### config.mk
export PLATFORM = sky130hd
export DESIGN_NAME = bpo_sqrt_cell
export DESIGN_NICKNAME = d
export VERILOG_FILES = /design/src/rtl/core/bpo_sqrt_cell.sv
export SDC_FILE = /design/constraint.sdc
export NUM_CORES = 1
export LEC_CHECK = 0
export BUFFER_PORTS_ARGS = -buffer_cell sky130_fd_sc_hd__buf_2
export CORE_ASPECT_RATIO = 1.4
export CORE_MARGIN = 10
export CORE_UTILIZATION = 25
export DETAILED_ROUTE_END_ITERATION = 7
export PLACE_DENSITY = 0.52
export SYNTH_ARGS = -nofsm -noshare
export SYNTH_HDL_FRONTEND = slang
export SYNTH_SLANG_ARGS = --single-unit
### constraint.sdc
create_clock -name clk -period 2.17 [get_ports clk]
set_clock_uncertainty 0.1 [all_clocks]
set_input_delay 0.217 -clock clk [delete_from_list [all_inputs] [get_ports clk]]
set_output_delay 0.217 -clock clk [all_outputs]
set_load 0.02 [all_outputs]
### src/rtl/core/bpo_sqrt_cell.sv
// ----------------------------------------------------------------------------
// bpo_sqrt_cell
// One digit of a restoring integer square root: settles one root bit a cycle while en is high.
// ----------------------------------------------------------------------------
module bpo_sqrt_cell #(
    parameter int K  = 31,   // root bits
    parameter int I  = 0,    // digit handled here, 0 is the top one
    parameter int PW = 1     // side payload width
) (
    input  logic            clk,
    input  logic            rst_n,
    input  logic            en,
    input  logic            valid_in,
    input  logic [2*K-1:0]  n_in,
    input  logic [K+1:0]    rem_in,
    input  logic [K-1:0]    root_in,
    input  logic [PW-1:0]   pass_in,
    output logic            valid_out,
    output logic [2*K-1:0]  n_out,
    output logic [K+1:0]    rem_out,
    output logic [K-1:0]    root_out,
    output logic [PW-1:0]   pass_out
);

    logic            valid_reg;
    logic [2*K-1:0]  n_reg;
    logic [K+1:0]    rem_reg, rem_next;
    logic [K-1:0]    root_reg, root_next;
    logic [PW-1:0]   pass_reg;
    logic [K+3:0]    cur, trial, diff;
    logic            take;

    // bring down the next two radicand bits and try (4*root + 1)
    always_comb
    begin
        cur       = {rem_in, n_in[2*K-1-2*I -: 2]};
        trial     = (K+4)'({root_in, 2'b01});
        diff      = cur - trial;
        take      = (cur >= trial);
        rem_next  = take ? diff[K+1:0] : cur[K+1:0];
        root_next = {root_in[K-2:0], take};
    end

    always_ff @(posedge clk or negedge rst_n)
    begin
        if (!rst_n)
            valid_reg <= 1'b0;
        else if (en)
            valid_reg <= valid_in;
    end

    always_ff @(posedge clk)
    begin
        if (en)
        begin
            n_reg    <= n_in;
            rem_reg  <= rem_next;
            root_reg <= root_next;
            pass_reg <= pass_in;
        end
    end

    assign valid_out = valid_reg;
    assign n_out     = n_reg;
    assign rem_out   = rem_reg;
    assign root_out  = root_reg;
    assign pass_out  = pass_reg;

endmodule

**After elaboration in Yosys (flattened, before gate mapping)**

Cells that the tools add are included.

- Multiplexer cells: 1
- Add/sub/neg operators: 1
- Order comparisons: 1

Operators by type and width:

| operator | number |
|---|---|
| $ge 35x33->1 | 1 |
| $mux 33 | 1 |
| $sub 33x33->33 | 1 |

- Register bits: 128
- Input bits: 131
- Logic and storage cells: 8

**Depth between registers and ports, before layout**

- Depth in word-level cells: 2
- Mapped depth: 14
- Mapped depth without buffers: 10

**Least setup slack after synthesis**

OpenSTA, ideal clock, no wires.

- Kind: input to register
- Start: input port root_in[30]
- End: register rem_reg[10] (netlist: rem_out[10]), data pin
- Buffers on the path: 3
- Path slack: -0.568 ns
- Cell stages on the path: 12
- Data required time: 1.810 ns
- Data arrival time: 2.378 ns
- Cells stage by stage: inv_1 > ha_1 > nor3b_2 > nand4_1 > or4_1 > o21a_1 > buf_6 > o21a_4 > buf_12 > inv_12 > buf_12 > mux2_4

- Word-level cells in the longest chain between the ends: 2

Ends and longest elaborated chain:

| element | line | RTL |
|---|---|---|
| start: declaration | 16 | `input logic [K-1:0] root_in,` |
| $ge 35x33->1 | 39 | `take = (cur >= trial);` |
| $mux 33 | 40 | `rem_next = take ? diff[K+1:0] : cur[K+1:0];` |
| via rem_next[10] | 27 | `logic [K+1:0] rem_reg, rem_next;` |
| end signal: assignment | 57 | `rem_reg <= rem_next;` |
| end: declaration | 27 |  |

The timed path passes the listed nets, and every way through them passes these cells.
A chain may end at the register's enable or synchronous reset.

**Final worst setup path**

- Start: input port rem_in[16]
- End: register rem_reg[8] (netlist: rem_out[8]), data pin

- Word-level cells in the longest chain between the ends: 2

Ends and longest elaborated chain:

| element | line | RTL |
|---|---|---|
| start: declaration | 15 | `input logic [K+1:0] rem_in,` |
| $ge 35x33->1 | 39 |  |
| $mux 33 | 40 |  |
| via rem_next[8] | 27 |  |

The timed path passes the listed nets, and every way through them passes these cells.

==> results.cfg <==
[die]
die_w_um = 157
io_pins = 259
dieArea_mm2 = 0.0334
chipHeight_um = 212
rows = 70
start_util_pct = 25.3
coreArea_mm2 = 0.0261

[synthesis]
netlist_area_mm2 = 0.00660
synth_seq_area_share_pct = 58.2
yosysWarningCount = 0
ys_ff_latch = 128
syn-num-nets = 679
syn_area_per_cell_um2 = 12.8
synthCells = 515
ys_types = 59
synth_edf_count = 127
synth_ff_type = edfxtp_1
ys_async_sr_fraction_pct = 0.781

[timing]
final-hold-violation-count = 0
rsz0062_at_grt = true
fin_ws_ns = -0.0682
worstMarginPinSlew_ns = 0.427
finalSetupViolCount = 24
slew_violations = 0
min_period_ns = 2.24
finalCritPeriodShare_pct = 103
relSlewSlack_pct = 70.8
fmax_ghz = 0.447

[place]
io_buffer_count = 258
place.gp.congestion = 0.818
pre_cts_slack_ns = -0.676
dp_hpwl_mm = 18.3

[critical_path]
crit_fanout = 7
max_stage_delay_ns = 0.30
cp.required_ns = 2.24
r2r.worst_path.cells = 1
cpMaxStageDelayCell = mux2_4
rrSetupSlack_ns = 1.30
critical_path.top_delay_family = compound AO/OA/AOI/OAI gates
cp_num_cells = 11
cp.arrival_ns = 2.31
critical_path_class = in2reg
worst-path-buf-inv = 3
crit_chain = buf_2 > ha_4 > nand4_1 > nor2_4 > nand3_2 > o2111ai_4 > a41oi_4 > o21a_4 > buf_12 > inv_16 > mux2_4
endpoint_kind = register
start_kind = input port

[final_layout]
finish.utilization_pct = 44.7
drive_gt1_share_pct = 53.1
nets = 1190
syn_to_final_growth_pct = 76.8
diodes = 0
fillCellCount = 2460

[cts]
clk_pin_slew_ns = 0.06
clock_sinks = 128
cts-root-buf = clkbuf_16
numCtsBuffers = 17
cts_buffer_depth = 2
insertion_delay_ns = 0.42
cts_tree = yes
htree_levels = 4

[routing]
ant_nets = 0
dr.pass1.iters = 4
vias = 6052
wirelength_mm = 24.3
drc = 0
drt_iter0_drc = 260
avgViaCountPerCell = 4.44
post_drt_wl_per_cell_um = 17.8

[power]
vdd_drop_max_mv = 0.555
p_leak_nw = 5.02
power_density_mw_per_mm2 = 707

[job]
max_cap_violations = 0

[min_path]
hold_class = in2reg
min_path_cells = 2

[global_route]
track_usage_pct = 14.2
grt-ovfl-total = 0
antenna_found_initial = 0
grt_pass1_wl_mm = 36.2
grt_max_degree = 54
grt_pass1_vias = 6466

[run_status]
violations = setup timing
status = finished with violations
[power by group]
group	internal, mW	switching, mW
combinational	1.16	1.23
sequential	3.02	0.0614
clock	1.59	1.18
total	5.78	2.47
[repair_timing]
item | CTS | global route
setup endpoints to repair | 31 | 33
hold buffers | 94 | 1
gates cloned | 3 | 0
resized for setup | 63 | 40
endpoints found under the hold margin | 93 | 1
setup buffers | 6 | 3
pin swaps | 18 | 18
[per-stage QoR]
stage | hold WS [ns] | setup TNS [ns] | cells | power, mW | instance area, um^2
2_1_floorplan | -0.179 | -11.03 | 515 | 4.28 | 6940
3_3_place_gp | -0.109 | -18.50 | 1224 | 5.18 | 9570
5_1_grt | 0.0268 | -2.61 | 1363 | 8.66 | 11700
6_report | 0.0381 | -1.40 | 1363 | 8.25 | 11700
3_5_place_dp | -0.106 | -19.15 | 1224 | 5.20 | 9570
4_1_cts | 0.00254 | -0.996 | 1359 | 8.30 | 11500
[registers in the layout, indices dropped and copies added (netlist names)]
register,flops
n_out,62
pass_out,1
rem_out,33
root_out,31
valid_out,1
[cell families (layout without fill, tap and decap cells)]
group	Yosys count	after routing	synth area share, %
compound gates	127	127	13.4
xor+xnor	24	24	3.19
fa+ha+maj	33	33	6.26
buf+inv	63	587	4.84
flops	128	128	58.2
mux	29	29	5.90
simple gates	111	111	8.23
[final timing paths]
| path | startpoint | end |
|---|---|---|
| worst min-delay path | rem_in[8] | rem_out[10]$_DFFE_PP_ |
| max in group asynchronous | rst_n | valid_out$_DFFE_PN0P_ |
| worst min register to register | valid_out$_DFFE_PN0P_ | valid_out$_DFFE_PN0P_ |
| worst max-delay path | rem_in[16] | rem_out[8]$_DFFE_PP_ |
| min in group asynchronous | rst_n | valid_out$_DFFE_PN0P_ |
| worst max register to register | valid_out$_DFFE_PN0P_ | valid_out$_DFFE_PN0P_ |
[final cells by class]
class | instances | area (um^2) | share of cell area [%]
Sequential cell | 128 | 3840 | 32.9
Timing Repair Buffer | 501 | 3490 | 29.9
Multi-Input combinational cell | 324 | 3080 | 26.4
Clock buffer | 18 | 429 | 3.68
Tap cell | 324 | 405 | 3.47
Inverter | 51 | 245 | 2.10
Clock inverter | 14 | 136 | 1.17
Timing Repair inverter | 3 | 43.8 | 0.375
[layer usage]
layer | track usage [%] | vias up | wire length (um)
met1 | 15.2 | 2854 | 9390
met3 | 4.63 | 16 | 2090
li1 | - | 2968 | -
met4 | 5.14 | 0 | 362
met5 | 0 | - | 0
met2 | 25.4 | 214 | 12500
[Yosys cell counts, types with 7 or more instances]
cell type | n | area share [%]
o21ai_0 | 20 | 1.5
inv_1 | 50 | 2.8
o21a_1 | 7 | 0.80
nand3_1 | 12 | 0.91
nor3_1 | 11 | 0.83
mux2_2 | 7 | 1.2
mux2_4 | 18 | 4.1
o211ai_1 | 10 | 1.1
xnor2_1 | 22 | 2.9
a21oi_1 | 37 | 2.8
nor2_1 | 27 | 1.5
ha_1 | 33 | 6.3
nand2_1 | 30 | 1.7
edfxtp_1 | 127 | 58
[layout by cell type (no fill, tap or decap), types with 4 or more instances in the layout]
cell type        n
a21o_1           4
a21oi_1         32
a21oi_2          5
a21oi_4          4
and3_1           4
buf_12           6
buf_2          248
buf_4          143
buf_6            7
clkbuf_16       17
clkinv_4         4
clkinvlp_4       4
dlygate4sd3_1   95
edfxtp_1       127
ha_1             8
ha_4            25
inv_1           36
inv_12           4
inv_2            8
mux2_4          24
nand2_1         28
nand2b_1         6
nand3_1          8
nand3_2          4
nand4_1          6
nor2_1          25
nor3_1           9
o211ai_1        10
o21a_1           7
o21ai_0         13
o21ai_1          6
o21bai_1         5
o31ai_4          5
xnor2_1         22
No activity file was read; power rests on OpenSTA's default activity.
