<file path="config.mk">
export PLATFORM = sky130hd
export DESIGN_NAME = bpo_div_cell
export DESIGN_NICKNAME = d
export VERILOG_FILES = /design/src/rtl/core/bpo_div_cell.sv
export SDC_FILE = /design/constraint.sdc
export NUM_CORES = 1
export LEC_CHECK = 0
export ABC_AREA = 1
export BUFFER_PORTS_ARGS = -buffer_cell sky130_fd_sc_hd__clkbuf_2
export CORE_ASPECT_RATIO = 0.75
export CORE_MARGIN = 5
export CORE_UTILIZATION = 52
export DETAILED_ROUTE_END_ITERATION = 10
export GPL_ROUTABILITY_DRIVEN = 0
export PLACE_DENSITY = 0.82
export REMOVE_ABC_BUFFERS = 1
export SYNTH_ARGS = -nofsm -noshare
export SYNTH_HDL_FRONTEND = slang
export SYNTH_SLANG_ARGS = --single-unit
</file>
<file path="constraint.sdc">
create_clock -name clk -period 0.95 [get_ports clk]
set_input_delay 0.095 -clock clk [delete_from_list [all_inputs] [get_ports clk]]
set_output_delay 0.095 -clock clk [all_outputs]
set_load 0.01 [all_outputs]
</file>
<file path="src/rtl/core/bpo_div_cell.sv">
// ----------------------------------------------------------------------------
// bpo_div_cell
// One step of a restoring divider: settles one quotient bit a cycle while en is high.
// ----------------------------------------------------------------------------
module bpo_div_cell #(
    parameter int NW = 47,   // dividend / remainder width
    parameter int DW = 31,   // divisor width
    parameter int QW = 17,   // quotient width
    parameter int I  = 16,   // quotient bit settled here
    parameter int PW = 1     // side payload width
) (
    input  logic           clk,
    input  logic           rst_n,
    input  logic           en,
    input  logic           valid_in,
    input  logic [NW-1:0]  rem_in,
    input  logic [DW-1:0]  den_in,
    input  logic [QW-1:0]  q_in,
    input  logic [PW-1:0]  pass_in,
    output logic           valid_out,
    output logic [NW-1:0]  rem_out,
    output logic [DW-1:0]  den_out,
    output logic [QW-1:0]  q_out,
    output logic [PW-1:0]  pass_out
);

    localparam int CW = (NW > DW + I) ? NW : DW + I;

    logic           valid_reg;
    logic [NW-1:0]  rem_reg, rem_next;
    logic [DW-1:0]  den_reg;
    logic [QW-1:0]  q_reg, q_next;
    logic [PW-1:0]  pass_reg;
    logic [CW-1:0]  r_ext, d_ext, diff;
    logic           ge;

    // compare against the divisor shifted to this bit, subtract on success
    always_comb
    begin
        r_ext    = CW'(rem_in);
        d_ext    = CW'(den_in) << I;
        diff     = r_ext - d_ext;
        ge       = (r_ext >= d_ext);
        rem_next = ge ? NW'(diff) : rem_in;
        q_next   = q_in | (QW'(ge) << I);
    end

    always_ff @(posedge clk or negedge rst_n)
    begin
        if (!rst_n)
            valid_reg <= 1'b0;
        else if (en)
            valid_reg <= valid_in;
    end

    always_ff @(posedge clk)
    begin
        if (en)
        begin
            rem_reg  <= rem_next;
            den_reg  <= den_in;
            q_reg    <= q_next;
            pass_reg <= pass_in;
        end
    end

    assign valid_out = valid_reg;
    assign rem_out   = rem_reg;
    assign den_out   = den_reg;
    assign q_out     = q_reg;
    assign pass_out  = pass_reg;

endmodule

</file>
==> results of run 1 <==
-- kinds of logic after synthesis --
family                   count (synthesis)
flip-flops                              97
XOR/XNOR                                14
AO/OA/AOI/OAI                           36
buffers and inverters                  172
multiplexers                             1
AND/OR/NAND/NOR                        413
adder cells (fa/ha/maj)                 32
-- timing repair --
item                                    in CTS
hold buffers                                62
gates cloned                                 1
endpoints found under the setup margin      79
gates resized for setup                    129
endpoints found under the hold margin       63
pin swaps                                   18
buffers inserted                            18
-- through the flow --
| step | worst slack [ns] | utilization, % | TNS (ns) | hold slack [ns] | cells |
|---|---|---|---|---|---|
| global placement | -1.09 | 71.1 | -33.82 | -0.130 | 1224 |
| detailed placement | -1.12 | 71.1 | -34.67 | -0.122 | 1224 |
| CTS | -0.580 | 86.3 | -18.06 | -0.0535 | 1320 |
| floorplan | -1.04 | - | -27.73 | -0.201 | 759 |
-- per-layer routing --
metal | GRT usage (%) | overflow
met1 | 84.5 | 4
met2 | 117 | 625
met3 | 76.7 | 4
met4 | 103 | 207
met5 | 28.9 | 0
==> impl_metrics.tcl, run 1 <==
set metrics [dict create \
    cts.sinks 97 \
    muxShareOfSynthArea_pct 0.186 \
    clockBufferDepth 2 \
    crit_endpoint "rem_out[22]$_DFFE_PP_/D" \
    hpwlAfterDp_um 14500 \
    dieHeight_um 104 \
    track_usage_pct 93.3 \
    async_flop_share_pct 1.03 \
    die_x_um 135 \
    netlist_area_mm2 0.00606 \
    synth_compound_area_share_pct 3.10 \
    lastStage "global routing" \
    yosys.area_share.simple_pct 28.9 \
    synthAdderAreaFrac_pct 6.73 \
    io_pins 197 \
    synth_top_cell_area_share_pct 47.6 \
    error_line "[ERROR GRT-0232] Routing congestion too high. Check the congestion heatmap in the GUI." \
    yosysWarnings 0 \
    placed_area_mm2 0.00816 \
    synth_cell_types 30 \
    synth_edf_count 96 \
    cts-root-buf "clkbuf_16" \
    syn_avg_cell_area_um2 7.92 \
    synth_top_family_by_area "simple AND/OR/NAND/NOR gates" \
    overflow 840 \
    synth_area_leaders "edfxtp_1 (48%), nand2_1 (16%), inv_1 (10%)" \
    worstEndpointType "register data pin" \
    synth_ff_type "edfxtp_1" \
    numCtsBuffers 9 \
    synth_most_common_cell "nand2_1" \
    yosysSeqAreaShare_pct 48.0 \
    start_util_pct 52.8 \
    cts_max_level 3 \
    synth_xor_area_share_pct 2.02 \
    synthCells 765 \
    yosysTopAreaCell "edfxtp_1" \
    num_rows 34 \
    run_status "aborted with a tool error" \
    grt_start_max_net_pins 31 \
    synth_seq_cells 97 \
    port_buffers 196 \
    synth_top_cells_by_count "nand2_1 (260), inv_1 (163), edfxtp_1 (96)" \
]
==> inputs of run 2 (changes only) <==
- CORE_ASPECT_RATIO: 0.75 -> default
- CORE_UTILIZATION: 52 -> 37
- PLACE_DENSITY: 0.82 -> default
- PLACE_DENSITY_LB_ADDON: default -> 0.15
==> impl_metrics.tcl, run 2 <==
set metrics [dict create \
    run_status "complete, but fails checks" \
    violations "setup timing" \
    hold_class "in -> reg" \
    clock_latency_ns 0.35 \
    post_drt_wl_per_cell_um 15.2 \
    grt_start_max_net_pins 36 \
    rrSetupSlack_ns 0.19 \
    track_usage_pct 21.9 \
    hold_viol_final 0 \
    yosysTopAreaCell "edfxtp_1" \
    firstDrtPassIters 4 \
    port_buffers 196 \
    numCtsBuffers 9 \
    pwr_density_cell_mw_per_mm2 1300 \
    crit_path_end "rem_out[18]" \
    yosysSeqAreaShare_pct 48.0 \
    worst_hold_slack_ns 0.0186 \
    synth_area_leaders "edfxtp_1 (48%), nand2_1 (16%), inv_1 (10%)" \
    cts.sinks 97 \
    critPathLaunch "den_in[29]" \
    path_max_fanout 6 \
    synth_top_family_by_area "simple AND/OR/NAND/NOR gates" \
    path_class "in -> reg" \
    dieArea_mm2 0.0190 \
    vias 6599 \
    coreArea_mm2 0.0160 \
    drtAntennaViolNets 0 \
    slowest_stage "ha_4" \
    placed_area_mm2 0.00832 \
    arrival_ns 1.70 \
    design_area_mm2 0.0109 \
    max_stage_delay_ns 0.28 \
    syn_avg_cell_area_um2 7.92 \
    dp_cells 1306 \
    netlist_area_mm2 0.00606 \
    p_leak_nw 5.45 \
    synth_xor_area_share_pct 2.02 \
    post-route-period-util_pct 167 \
    viasPerCell 4.61 \
    mostFrequentLayoutCells "nand2_1 (178), clkbuf_2 (172), buf_4 (166), inv_1 (128), edfxtp_1 (96)" \
    power_mw 14.1 \
    wirelength_um 21700 \
    async_flop_share_pct 1.03 \
    endpoint_kind "flip-flop" \
    dieHeight_um 138 \
    path_cells "clkbuf_2 > inv_1 > ha_4 > nand2_2 > buf_4 > nor3_4 > and2_4 > nand2_4 > nand3_4 > buf_12 > buf_16 > o21ai_2" \
    tns_ns -19.49 \
    drive_gt1_share_pct 50.5 \
    final_common_cell "nand2_1" \
    hpwlAfterDp_um 15200 \
    fin_nets 1342 \
    clk_pin_slew_worst_paths_ns 0.07 \
    slew_violations 0 \
    crit_cells 12 \
    setup_ws_ns -0.635 \
    clock-skew-final_ns 0 \
    synth_most_common_cell "nand2_1" \
    synthToLayoutAreaGrowth_pct 79.0 \
    yosysWarnings 0 \
    io_pins 197 \
    crit_path_start_kind "input port" \
    maxCapViolations 0 \
    layout.cells.non_filler 1431 \
    clockBufferDepth 2 \
    antenna_found_initial 0 \
    drc 0 \
    final_core_util_pct 67.8 \
    synth_seq_cells 97 \
    drtIter0Drc 321 \
    synth_top_cells_by_count "nand2_1 (260), inv_1 (163), edfxtp_1 (96)" \
    r2r_start "valid_out" \
    cts_tree "done" \
    path_delay_family "simple AND/OR/NAND/NOR gates" \
    cts_max_level 3 \
    synthAdderAreaFrac_pct 6.73 \
    min_period_ns 1.59 \
    die_x_um 138 \
    vdd_drop_max_mv 0.857 \
    preCtsSetupSlack_ns -1.23 \
    rsz0062_at_grt "yes" \
    grt_pass1_vias 6527 \
    synth_compound_area_share_pct 3.10 \
    cp.required_ns 1.07 \
    muxShareOfSynthArea_pct 0.186 \
    grt_pass1_wl_um 34000 \
    synth_edf_count 96 \
    reg2reg_depth 1 \
    synthCells 765 \
    overflow 0 \
    slew_headroom_pct 84.7 \
    synth_ff_type "edfxtp_1" \
    rr_endpoint "valid_out" \
    start_util_pct 37.9 \
    num_rows 46 \
    setup_viol_count_final 81 \
    cts-root-buf "clkbuf_16" \
    antenna_cells 0 \
    yosys.area_share.simple_pct 28.9 \
    fmax_mhz 631 \
    tightestPinTransition_ns 0.229 \
    path_buf_inv 5 \
    largest_register_ffs 47 \
    synth_cell_types 30 \
    synth_top_cell_area_share_pct 47.6 \
]
run 2: cell counts after synthesis:
Identical to the previous run, type by type.
run 2: final cells by class:
cell class | instances | area (um^2)
clock buffers | 10 | 229
clock inverters | 6 | 52.6
fillers | 1340 | 5150
inverters | 166 | 636
multi-input cells | 497 | 3520
flip-flops and latches | 97 | 2910
well taps | 216 | 270
repair buffers | 439 | 3240
run 2: worst min path at each step:
stage,startpoint,endpoint,slack (ns),depth (start not counted)
after floorplan,rst_n,valid_out,-0.20,0
after global placement,rst_n,valid_out,-0.13,1
after detailed placement,rst_n,valid_out,-0.12,1
after CTS,q_in[16],q_out[16],0.02,2
after global routing,q_in[16],q_out[16],0.03,2
final,q_in[16],q_out[16],0.02,2
run 2: metal layers:
layer / up-vias / routed length, um / part of all wire [%] / GRT usage (%)
li1: 3319 / - / - / -
met1: 3040 / 9280 / 43 / 28.6
met2: 209 / 10700 / 49 / 37.4
met3: 31 / 1340 / 6.2 / 3.79
met4: 0 / 381 / 1.8 / 6.24
met5: - / 0 / 0 / 0
run 2: cell families after synthesis:
group | Yosys count
simple gates | 413
buf+inv | 172
flops | 97
xor+xnor | 14
mux | 1
fa+ha+maj | 32
compound gates | 36
run 2: power breakdown:
part | switching (mW) | internal, mW
sequential | 0.118 | 5.22
combinational | 2.64 | 2.53
clock | 1.77 | 1.82
run 2: timing repair:
action	CTS	global route
setup endpoints to repair	111	129
pin swaps	16	74
gates cloned	3	2
buffers inserted	29	16
hold buffers	63	0
hold endpoints to repair	63	0
gates resized for setup	130	176
Note: power is estimated with default switching activity, not from simulation.
